File: config.mk
export PLATFORM = sky130hd
export DESIGN_NAME = rbsi_slab_merge
export DESIGN_NICKNAME = d
export VERILOG_FILES = /design/src/rbsi_slab_merge.sv
export SDC_FILE = /design/constraint.sdc
export NUM_CORES = 1
export LEC_CHECK = 0
export ABC_CLOCK_PERIOD_IN_PS = 10430
export BUFFER_PORTS_ARGS = -buffer_cell sky130_fd_sc_hd__buf_2
export CORE_MARGIN = 3
export CORE_UTILIZATION = 48
export DETAILED_ROUTE_END_ITERATION = 12
export PLACE_DENSITY = 0.79
export SLEW_MARGIN = 20
export SYNTH_ARGS = -nofsm -noshare
export SYNTH_HDL_FRONTEND = slang
export SYNTH_SLANG_ARGS = --single-unit
File: constraint.sdc
create_clock -name clk_i -period 10.43 [get_ports clk_i]
set_input_delay 0.5215 -clock clk_i [delete_from_list [all_inputs] [get_ports clk_i]]
set_output_delay 0.5215 -clock clk_i [all_outputs]
set_load 0.03 [all_outputs]
File: src/rbsi_slab_merge.sv
// intersects the three slab intervals, flags disjoint intervals and the hit test
// depends on nothing beyond its ports; one register stage
`default_nettype none

module rbsi_slab_merge #(
  parameter int unsigned COORD_WIDTH = 32
) (
  input  logic                          clk_i,
  input  logic                          load_i,
  input  logic signed [COORD_WIDTH-1:0] tnear_i [3],
  input  logic signed [COORD_WIDTH-1:0] tfar_i  [3],
  input  logic        [COORD_WIDTH-2:0] ray_length_i,
  output logic signed [COORD_WIDTH-1:0] tmin_o,
  output logic signed [COORD_WIDTH-1:0] tmax_o,
  output logic                          miss_o,
  output logic                          hit_o
);

  logic signed [COORD_WIDTH-1:0] lo_xy, hi_xy, lo_d, hi_d, lo_q, hi_q;
  logic signed [COORD_WIDTH-1:0] len_s;
  logic                          miss_xy, miss_z, miss_d, hit_d, miss_q, hit_q;

  assign len_s = $signed({1'b0, ray_length_i});

  always_comb begin
    miss_xy = (tnear_i[0] > tfar_i[1]) || (tnear_i[1] > tfar_i[0]);
    lo_xy   = (tnear_i[1] > tnear_i[0]) ? tnear_i[1] : tnear_i[0];
    hi_xy   = (tfar_i[1] < tfar_i[0]) ? tfar_i[1] : tfar_i[0];
    miss_z  = (lo_xy > tfar_i[2]) || (tnear_i[2] > hi_xy);
    lo_d    = (tnear_i[2] > lo_xy) ? tnear_i[2] : lo_xy;
    hi_d    = (tfar_i[2] < hi_xy) ? tfar_i[2] : hi_xy;
    miss_d  = miss_xy || miss_z;
    hit_d   = !miss_d && (lo_d < len_s) && (hi_d > $signed({COORD_WIDTH{1'b0}}));
  end

  always_ff @(posedge clk_i) begin
    if (load_i) begin
      lo_q   <= lo_d;
      hi_q   <= hi_d;
      miss_q <= miss_d;
      hit_q  <= hit_d;
    end
  end

  assign tmin_o = lo_q;
  assign tmax_o = hi_q;
  assign miss_o = miss_q;
  assign hit_o  = hit_q;

endmodule

`default_nettype wire

After elaboration in Yosys (flattened, before gate mapping)
Cells that the tools add are included.

Add/subtract/negate cells: 0. Multipliers: 0. Divide/modulo/power cells: 0. $lt $le $gt $ge: 10. Equality and inequality tests: 0. Shift operators: 0. Multiplexer cells: 4. Bitwise logic cells: 0. Reductions and logical operators: 6.

Operators with widths (number): $gt 32x32->1 (6); $mux 32 (4); $lt 32x32->1 (3); $gt 32x1->1 const B (1); $logic_or 1x1->1 (3); $logic_and 1x1->1 (2); $logic_not 1->1 (1).

Flip-flop bits (word level): 66. Latch bits: 0. Bits in writable memories: 0. ROM bits: 0. Input bits: 225. Output and inout bits: 66. Word-level logic and storage cells: 24. Memories: 0.

Logic depth before layout (Yosys ltp)
Depth after elaboration: 8. Depth in mapped cells: 32.

Worst setup path before layout
No wires, ideal clock.

Path type: in2reg. Start: input port tnear_i[94] in the netlist's numbering. End: register hit_q, in the netlist hit_o, data pin. Library setup time: 0.190 ns. Data arrival time: 6.317 ns. Data required time: 10.240 ns. Path slack: 3.923 ns. Cell stages on the path: 31. Path buffers: 3. Path through: inv_1 ha_1 nand4_1 or4_1 or4_1 o21ai_2 a21oi_2 buf_2 mux2i_1 ha_1 a21o_1 a21o_1 a21oi_1 nor2_1 nor4b_1 a31o_2 or2_2 clkbuf_1 clkbuf_1 nor2_1 a21oi_1 ha_1 a211oi_1 nor2_1 nor3_1 nand3_1 nor3_1 nor2_1 o31ai_1 a21oi_1 a2111oi_2.

Elaborated cells between the ends (all ways): 13.

RTL lines: from (decl) (line 10) `input logic signed [COORD_WIDTH-1:0] tnear_i [3],`; $gt 32x32->1 (line 27) `lo_xy = (tnear_i[1] > tnear_i[0]) ? tnear_i[1] : tnear_i[0];`; $mux 32 (*) (line 27); $gt 32x32->1 (line 30) `lo_d = (tnear_i[2] > lo_xy) ? tnear_i[2] : lo_xy;`; $mux 32 (*) (line 30); net lo_d[25] (line 19) `logic signed [COORD_WIDTH-1:0] lo_xy, hi_xy, lo_d, hi_d, lo_q, hi_q;`; $lt 32x32->1 (*) (line 33) `hit_d = !miss_d && (lo_d < len_s) && (hi_d > $signed({COORD_WIDTH{1'b0}}));`; $logic_and 1x1->1 (*) (2 in series) (line 33); net hit_d (line 21) `logic miss_xy, miss_z, miss_d, hit_d, miss_q, hit_q;`; to (signal assigned) (line 41) `hit_q <= hit_d;`; to (decl) (line 21).

Mark *: on every way through the listed nets, which the timed path passes. The rest lies on a longest branch. A chain may end at the register's enable or synchronous reset.

Worst setup path in the final report
Ends and elaborated chain as after synthesis.

==> out/qor_table.md <==
| Item | Reported |
| --- | --- |
| Fraction of registers with async set or reset after synthesis | 0% |
| # Max-Cap Violations | 0 |
| Final TNS setup | 0 ns |
| Worst hold path type | in2reg |
| Number of nets in the layout | 2092 |
| Max incr delay on CP | 0.82 ns |
| Post CTS Setup Buffer Count | 0 |
| Slew at the pin with the worst max-slew slack | 1.068 ns |
| Leakage power total | 0.006641 µW |
| Final routed wirelength across all metal layers | 36140 µm |
| Die span in x | 153.8 µm |
| Required arrival time at the worst endpoint | 10.57 ns |
| Number of enable flip-flop cells after synthesis | 66 |
| Final hold violations | 0 |
| Synthesized area per cell | 8.061 µm² |
| Initial antenna violation count | 0 |
| Worst slack at placement | 2.099 ns |
| CTS hold repair buffers | 0 |
| Slew Viols, Final | 0 |
| Sequential element share of the synthesized area | 18.90% |
| Deepest clock path buffer count | 2 |
| Number of H-tree levels | 3 |
| Detail-routed net length per standard cell | 19.40 µm |
| Syn Std Cell Area | 0.01049 mm² |
| Final critical path time including I/O delays and setup | 8.129 ns |
| Net count of the mapped netlist | 1810 |
| Std-Cell Core Area | 0.02122 mm² |
| Via count of the first global-routing pass | 10263 |
| Maximum fanout along the worst path | 65 |
| Final Cell Area | 0.01253 mm² |
| HPWL after detailed placement | 31560 µm |
| First-pass GRT wire length | 54430 µm |
| Crit path max-delay cell type | or2_2 |
| Standard-cell rows | 53 |
| Per-cell via count in the routed design | 5.875 |
| Die H | 153.8 µm |
| Result of the run | complete, no violations |
| Post-route core utilization | 59.06% |
| Clock buffer count from CTS | 9 |
| Commonest cells after routing, fill and taps aside | 290 x buf_2, 284 x ha_1, 201 x inv_1 |
| Clk Tree Root Cell | clkbuf_16 |
| Post-synth cell types | 58 |
| Layout fillers | 1991 |
| Data arrival time of the critical path | 8.27 ns |
| Post-route clock period utilization | 77.94% |
| Smallest setup slack after layout | 2.301 ns |
| Final ANT Viol Nets | 0 |
| RSZ-0062 raised after global routing | false |
| Post_cts resized | 0 |
| Most area-hungry cell type in the Yosys netlist | ha_1 |
| Pin count of the biggest net entering global routing | 67 |
| Total number of clock tree sinks | 66 |
| Most used flip-flop cell after synthesis | edfxtp_1 |
| Area of the die | 0.02366 mm² |
| Number of antenna repair diodes | 0 |
| Endpoint type of the worst setup path | register |
| Share of the synthesized area in the top cell type | 33.88% |
| Number of failing setup endpoints in the final timing report | 0 |
| Biggest area contributors in the synthesized netlist | ha_1 34%, edfxtp_1 19%, inv_1 7.2% |
| Number of vias after detailed routing | 10945 |
| Starting density of the core | 49.42% |
| Worst IR drop on VDD | 0.00008731 V |
| Count of TritonRoute iterations in the first routing pass | 9 |
| Tightest slew margin relative to the limit | 28.82% |
| Top-level port count | 291 |
| Fraction of final layout cells sized beyond drive strength 1 | 20.28% |
| Post-synthesis register bit count | 66 |
| Buffers added on ports | 290 |
| Commonest non-fill, non-tap cell in the layout | buf_2 |
| Synth Warn # | 0 |
| Worst setup path startpoint | tnear_i[94] |
| Power per cell area | 121.2 mW/mm² |
| Clock tree from TritonCTS | built |
| Power consumption | 1519 µW |
| Fmax | 123.0 MHz |
| Initial drt markers | 1031 |
| Kind of critical path | in2reg |
| Cell area reported after detailed placement | 0.01225 mm² |
| Total track usage | 29.11% |
| Hold_sp | tfar_i[9] |
| Cells after Synth | 1301 |
| Congestion Overflow GR | 0 |
| Synthesis-to-finish area growth | 19.51% |
| Routability congestion estimate from global placement | 0.9751 |
| Clock edge transition at the registers on the reported setup and hold paths | 0.06 ns |
| Kind of start point of the critical path | input pin |
| Number of remaining DRC errors | 0 |
## where the power goes
part           switching, µW  internal, µW
combinational            552           295
sequential              14.0           364
clock                    110           183
## registers in the layout, indices dropped and copies added, names as in the netlist
signal / cells
tmax_o: 32
hit_o: 1
miss_o: 1
tmin_o: 32
## per-stage QoR
stage,instances,hold slack [ns]
after detailed placement,1847,0.8655
after floorplan,1301,0.6340
after global routing,1863,0.5522
final,1863,0.5334
after CTS,1863,0.5224
after global placement,1847,0.8673
## critical path: cells and delay by family
kind / cells / cell delay, ns
compound gates: 12 / 2.95
fa+ha+maj: 3 / 1.01
mux: 1 / 0.49
simple gates: 10 / 2.71
buf+inv: 3 / 0.55
## synthesized netlist by cell type, types with 3 or more instances
cell type	n
ha_1	284
o21a_1	9
nor2_1	110
nand4_1	49
mux2_2	3
or3_1	3
mux2i_1	33
nand2_1	78
a21o_1	21
and3_1	4
a21oi_1	134
nand2b_1	5
o211ai_1	7
o31ai_1	4
clkbuf_1	15
a41oi_1	3
a211oi_1	16
nor4_1	30
o21ai_0	86
edfxtp_1	66
or4_1	4
nor2b_1	12
nand3_1	29
inv_1	201
and4_1	8
a2111oi_0	7
o221ai_1	3
nor3_1	26
buf_2	8
a221oi_1	3
a211o_1	4
## area by class of cell
cell class | instances | area (µm²) | area share, %
multi-input cells | 1010 | 7681 | 61.29
flip-flops and latches | 66 | 1982 | 15.81
well taps | 275 | 344.1 | 2.745
inverters | 202 | 758.2 | 6.050
clock buffers | 10 | 229.0 | 1.827
repair buffers | 294 | 1481 | 11.82
clock inverters | 6 | 57.56 | 0.4592
## worst paths after layout
kind	to	slack, ns	cells after the start
worst min-delay path	tmax_o[9]	0.53	3
worst max-delay path	hit_o	2.30	29
## kinds of logic (layout without fill, tap and decap cells)
logic type,Yosys count,in the layout,synth area share (%)
buffers and inverters,225,512,8.148
AND/OR/NAND/NOR,368,368,17.16
AO/OA/AOI/OAI,321,321,18.36
adder cells (fa/ha/maj),284,284,33.88
multiplexers,36,36,3.472
flip-flops,66,66,18.90
XOR/XNOR,1,1,0.08353
## layer usage
layer / routed length [µm] / up-vias / track usage, %
met1: 16160 / 5010 / 41.23
met4: 1096 / 0 / 7.738
met5: 0 / - / 0
li1: - / 5333 / -
met2: 15980 / 534 / 47.38
met3: 2908 / 68 / 3.237
Power figures use the tool's default switching activity.
