<file path="config.mk">
export PLATFORM = sky130hd
export DESIGN_NAME = rbsi_fxmul
export DESIGN_NICKNAME = d
export VERILOG_FILES = /design/src/rbsi_pkg.sv /design/src/rbsi_fxmul.sv
export SDC_FILE = /design/constraint.sdc
export NUM_CORES = 2
export LEC_CHECK = 0
export ABC_CLOCK_PERIOD_IN_PS = 18960
export BUFFER_PORTS_ARGS = -buffer_cell sky130_fd_sc_hd__clkbuf_2
export CAP_MARGIN = 15
export CELL_PAD_IN_SITES_DETAIL_PLACEMENT = 1
export CELL_PAD_IN_SITES_GLOBAL_PLACEMENT = 2
export CORE_ASPECT_RATIO = 1.4
export CORE_MARGIN = 5
export CORE_UTILIZATION = 47
export DETAILED_ROUTE_END_ITERATION = 16
export GPL_ROUTABILITY_DRIVEN = 0
export GPL_TIMING_DRIVEN = 1
export PLACE_DENSITY = 0.92
export SLEW_MARGIN = 20
export SYNTH_ARGS = -nofsm -noshare
export SYNTH_HDL_FRONTEND = slang
export SYNTH_SLANG_ARGS = --single-unit
</file>
<file path="constraint.sdc">
create_clock -name clk_i -period 18.96 [get_ports clk_i]
set_clock_uncertainty 0.15 [all_clocks]
set_input_delay 4.74 -clock clk_i [delete_from_list [all_inputs] [get_ports clk_i]]
set_output_delay 4.74 -clock clk_i [all_outputs]
set_load 0.03 [all_outputs]
</file>
<file path="src/rbsi_pkg.sv">
// shared types and register codes for the ray/box slab intersection unit
// no dependencies; used by rbsi_fxmul and the top level (rbsi_slab_merge does not use it)
`default_nettype none

package rbsi_pkg;

  localparam int unsigned CFG_IDX_W = 3;

  // configuration register indexes
  typedef enum logic [CFG_IDX_W-1:0] {
    REG_BOX_MIN_X = 3'd0,
    REG_BOX_MIN_Y = 3'd1,
    REG_BOX_MIN_Z = 3'd2,
    REG_BOX_MAX_X = 3'd3,
    REG_BOX_MAX_Y = 3'd4,
    REG_BOX_MAX_Z = 3'd5
  } rbsi_reg_e;

  // load enables of the two register stages of a fixed-point multiplier
  typedef struct packed {
    logic load_prod;
    logic load_res;
  } rbsi_mul_en_t;

endpackage

`default_nettype wire

</file>
<file path="src/rbsi_fxmul.sv">
// two-stage fixed-point multiplier: full product, then truncate toward zero and saturate
// depends on rbsi_pkg for the stage enable struct
`default_nettype none

module rbsi_fxmul #(
  parameter int unsigned A_WIDTH     = 33,
  parameter int unsigned COORD_WIDTH = 32,
  parameter int unsigned FRAC_BITS   = 16
) (
  input  logic                          clk_i,
  input  rbsi_pkg::rbsi_mul_en_t        en_i,
  input  logic signed [A_WIDTH-1:0]     a_i,
  input  logic signed [COORD_WIDTH-1:0] b_i,
  output logic signed [COORD_WIDTH-1:0] res_o
);

  localparam int unsigned PW = A_WIDTH + COORD_WIDTH;
  localparam int unsigned HW = PW - COORD_WIDTH + 1;

  logic signed [PW-1:0]          prod_d, prod_q;
  logic signed [PW-1:0]          bias;
  logic signed [PW-1:0]          shifted;
  logic                          fits;
  logic signed [COORD_WIDTH-1:0] res_d, res_q;

  assign prod_d = $signed({{COORD_WIDTH{a_i[A_WIDTH-1]}}, a_i})
                * $signed({{A_WIDTH{b_i[COORD_WIDTH-1]}}, b_i});

  // bias negative products so the arithmetic shift rounds toward zero
  assign bias    = $signed({{(PW-FRAC_BITS){1'b0}}, {FRAC_BITS{prod_q[PW-1]}}});
  assign shifted = (prod_q + bias) >>> FRAC_BITS;
  assign fits    = (shifted[PW-1:COORD_WIDTH-1] == {HW{1'b0}})
                || (shifted[PW-1:COORD_WIDTH-1] == {HW{1'b1}});

  always_comb begin
    if (fits) begin
      res_d = shifted[COORD_WIDTH-1:0];
    end else if (shifted[PW-1]) begin
      res_d = $signed({1'b1, {(COORD_WIDTH-1){1'b0}}});
    end else begin
      res_d = $signed({1'b0, {(COORD_WIDTH-1){1'b1}}});
    end
  end

  always_ff @(posedge clk_i) begin
    if (en_i.load_prod) begin
      prod_q <= prod_d;
    end
    if (en_i.load_res) begin
      res_q <= res_d;
    end
  end

  assign res_o = res_q;

endmodule

`default_nettype wire

</file>
# After elaboration in Yosys (flattened, before gate mapping)
# Index checks and enable logic that the tools add are counted.
[totals] ff_bits=97 in_bits=68 out_inout_bits=32 elab_cells=9
[op_classes] addsub=1 mul=1 eq_ne=1 mux=2 n_reduce_logical=2
[ops] op="adder 65 x 17 -> 65 bit" n=1
[ops] op="multiplier 33 x 32 -> 65 bit" n=1
[ops] op="two-way mux 32 bit" n=2
[ops] op="equality test 34 bit (second input constant)" n=1
[ops] op="zero test 34 bit" n=1
[ops] op="logical OR 1 bit" n=1

# Depth between registers and ports, before layout
[logic_depth] depth_word=4 mapped_depth=30 depth_no_buf=29

# Worst setup path after synthesis
# OpenSTA, ideal clock, no wires.
[synth_path] path_kind="in2reg" from="input port a_i[32]" to="register prod_q[64], data pin" setup_ns=0.266 arrival_time_ns=12.080 t_required_ns=18.544 path_slack_ns=6.464 stages=27 path_buffers=1 cell_sequence="clkbuf_1 -> nand2_1 -> inv_1 -> fa_1 -> inv_1 -> fa_1 -> inv_1 -> fa_1 -> fa_1 -> inv_1 -> fa_1 -> inv_1 -> fa_1 -> inv_1 -> fa_1 -> inv_1 -> fa_1 -> ha_1 -> or3_1 -> o21ai_0 -> a21oi_1 -> a221o_1 -> a21oi_1 -> o21a_1 -> o21ai_1 -> nor4_1 -> nor3_1"
[synth_via] elab_chain_len=1
[synth_lines] element="start, declared" line_no="rbsi_fxmul.sv:12" text="input logic signed [A_WIDTH-1:0] a_i,"
[synth_lines] element="multiplier 33 x 32 -> 65 bit" line_no="rbsi_fxmul.sv:27" text="* $signed({{A_WIDTH{b_i[COORD_WIDTH-1]}}, b_i});"
[synth_lines] element="via prod_d[64]" line_no="rbsi_fxmul.sv:20" text="logic signed [PW-1:0] prod_d, prod_q;"
[synth_lines] element="end signal, assigned" line_no="rbsi_fxmul.sv:47" text="prod_q <= prod_d;"
[synth_lines] element="end, declared" line_no="rbsi_fxmul.sv:20"
# The timed path passes the listed nets, and every way through them passes these cells.
# A chain may end at the register's enable or synchronous reset.

# Final worst setup path
[layout_path] from="input port b_i[5]" to="register prod_q[64], data pin"
[layout_via] elab_chain_len=1
[layout_lines] element="start, declared" line_no="rbsi_fxmul.sv:13" text="input logic signed [COORD_WIDTH-1:0] b_i,"
[layout_lines] element="multiplier 33 x 32 -> 65 bit" line_no="rbsi_fxmul.sv:27"
[layout_lines] element="via prod_d[64]" line_no="rbsi_fxmul.sv:20"
# The timed path passes the listed nets, and every way through them passes these cells.

==> metrics.yaml <==
outcome: "completed"
num_io_pins: 100
drive_gt1_share_pct: 4.73
wl_microns: 123000
critPathRequiredTime_ns: 18.89
setup-violations-final: 0
grt_pass1_wl_microns: 194000
finalMaxSlewViolations: 0
die-area_sq_mm: 0.0944
io_buffers: 99
drtAntennaViolNets: 0
vias: 29290
clock-root-buffer: "clkbuf_16"
dp_hpwl_microns: 101000
maxClockFrequency_mhz: 75.1
netlist.area_leader.share_pct: 53.7
synthTopCellsByArea: "fa_1 54%, inv_1 9.3%, and2_1 7.7%"
post_cts_buffers: 0
place_inst: 5387
crit_path_top_delay_cell: "fa_1"
syn_area_sq_mm: 0.0415
synth_top_family_by_area: "adder cells"
holdBufCountCts: 0
slew_headroom_pct: 24.1
cts-resized-gates: 0
ys_seq_area_share_pct: 7.02
min_path_type: "register to register"
clkSinkCount: 97
core_sq_mm: 0.0880
die_x_microns: 261
critPathBufInv: 8
rsz0062_at_grt: "false"
crit_path_start_kind: "input pin"
via_per_inst: 5.42
clock_latency_ns: 0.34
syn_inst: 4288
path_clk_slew_ns: 0.08
synth-simple-area-share_pct: 15.6
fillCellCount: 9950
setup_tns_ns: 0
cts_tree: "yes"
grt.total_usage_pct: 26.7
layout_setup_ws_ns: 5.64
cp_data_arrival_time_ns: 13.25
die_h_microns: 361
worstSetupPathType: "input pin to register"
synth_nets: 5669
placementRows: 129
fin_cells: 5406
slowest_delay_ns: 0.90
async_flop_share_pct: 0
pre_cts_slack_ns: 5.29
tightestPinTransition_ns: 1.14
crit_fanout: 33
hold-worst-slack_ns: 0.548
synth.distinct_cells: 65
muxShareOfSynthArea_pct: 0
fin_crit_sh_pct: 70.2
synth_fa_ha_area_share_pct: 59.8
critPathTopFamily: "adder cells"
synth_top_cell_by_area: "fa_1"
synth_compound_area_share_pct: 4.11
htree_levels: 3
synth_edf_count: 97
start_util_pct: 47.1
drtPass1Iterations: 5
ys_ff_latch: 97
areaGrowthSynthToFinish_pct: 4.02
grt_max_degree: 66
synth_ff_type: "edfxtp_1"
crit_path_frequent_cell: "fa_1"
drc: 0
min_period_ns: 13.32
critPathCaptureType: "register"
drt_iter0_drc: 1280
final_nets: 5600
routedWlPerCell_microns: 22.8
antenna_found_initial: 6
grt-ovfl-total: 0
numCtsBuffers: 9
clk_path_buf_depth: 2
synth-xor-area-share_pct: 2.13
syn_avg_cell_area_sq_um: 9.67
drv_cap: 0
yosysWarnings: 0
timing_hold_violations_final: 0
grt_pass1_vias: 35294
[layout make-up]
class	count	area (sq um)	share of cell area, %
flip-flops and latches	97	2910	6.75
inverters	1031	3870	8.97
clock inverters	7	58.8	0.136
repair buffers	135	766	1.78
clock buffers	9	225	0.522
well taps	1179	1480	3.42
diodes	3	7.51	0.0174
multi-input cells	2945	33800	78.4
[worst paths after layout]
kind	slack (ns)	startpoint	cells past startpoint	to
max	5.64	b_i[5]	27	prod_q[64]
min	0.55	prod_q[20]	2	res_o[4]
max reg2reg	14.32	prod_q[64]	12	res_o[9]
min reg2reg	0.55	prod_q[20]	2	res_o[4]
[synth_stat cells, types with 4 or more instances]
library cell  count
xor2_1           36
nand4_1          16
nand2b_1         16
o211ai_1          8
nand3_1          25
fa_1           1112
nand2_1         577
nor2b_1           5
a211o_1           5
a21oi_2          30
nor3_1           25
and4_1            6
a211oi_1         17
a21oi_1          64
o21ai_0          34
buf_6             8
xnor2_1          63
nor4_1            5
and3_1           19
a31oi_1           6
nor2_1           60
a21o_1           28
and2_1          512
inv_1          1031
clkbuf_1        205
or2_2             4
o21bai_1         14
o21ai_1           4
edfxtp_1         97
o31ai_1           5
o21a_1            7
ha_1            201
[worst reg2reg max path, cell delays in order (launching register included)]
cell and delay [ns]:
edfxtp_1 0.71, ha_1 0.47, nand3_1 0.19, a211oi_1 0.29
a41o_1 0.23, o21a_1 0.46, and3_1 0.44, and3_1 0.23
xnor2_1 0.13, nand4_1 0.24, o31ai_4 0.23, buf_4 0.45
a21oi_2 0.16
[state kept, by name, indices dropped and copies added (netlist names)]
name and flops:
prod_q 65, res_o 32
[layout by cell type, fill, tap and decap left out, types with 3 or more instances in the layout]
cell type,synthesis,routed
fa_1,1112,1111
inv_1,1031,1031
nand2_1,577,577
and2_1,512,512
ha_1,201,201
clkbuf_2,0,98
edfxtp_1,97,97
a21oi_1,64,64
xnor2_1,63,63
nor2_1,60,60
xor2_1,36,36
buf_4,0,36
o21ai_0,34,34
a21oi_2,30,30
a21o_1,28,28
nand3_1,25,25
nor3_1,25,25
and3_1,19,19
a211oi_1,17,17
nand4_1,16,16
nand2b_1,16,16
o21bai_1,14,14
clkbuf_16,0,9
o211ai_1,8,8
o21a_1,7,7
a31oi_1,6,6
and4_1,6,6
a211o_1,5,5
o31ai_1,5,5
nor2b_1,5,5
nor4_1,5,5
o21ai_1,4,4
or2_2,4,4
inv_6,0,4
diode_2,0,3
[logic make-up (layout without fill, tap and decap cells)]
logic type               count (synthesis)  in the layout
AO/OA/AOI/OAI                          247            247
XOR/XNOR                               100            100
adder cells (fa/ha/maj)               1313           1313
buffers and inverters                 1246           1182
flip-flops                              97             97
other                                    0              3
AND/OR/NAND/NOR                       1285           1285
[through the flow]
stage | util [%] | area [sq um]
floorplan | - | 41500
global placement | 48.7 | 42800
detailed placement | 48.7 | 42800
CTS | 49.0 | 43100
global route | 49.0 | 43100
finish | 49.0 | 43100
[per-layer routing]
layer / share of wire, % / track usage, % / vias up
met2: 57 / 52.2 / 772
li1: - / - / 12306
met4: 8.2 / 16.7 / 0
met1: 32 / 26.8 / 15795
met3: 2.9 / 2.11 / 417
met5: 0 / 0 / -
Power is not shown: default switching activity piles up to over one toggle a cycle in this logic, so the estimate is an artifact.
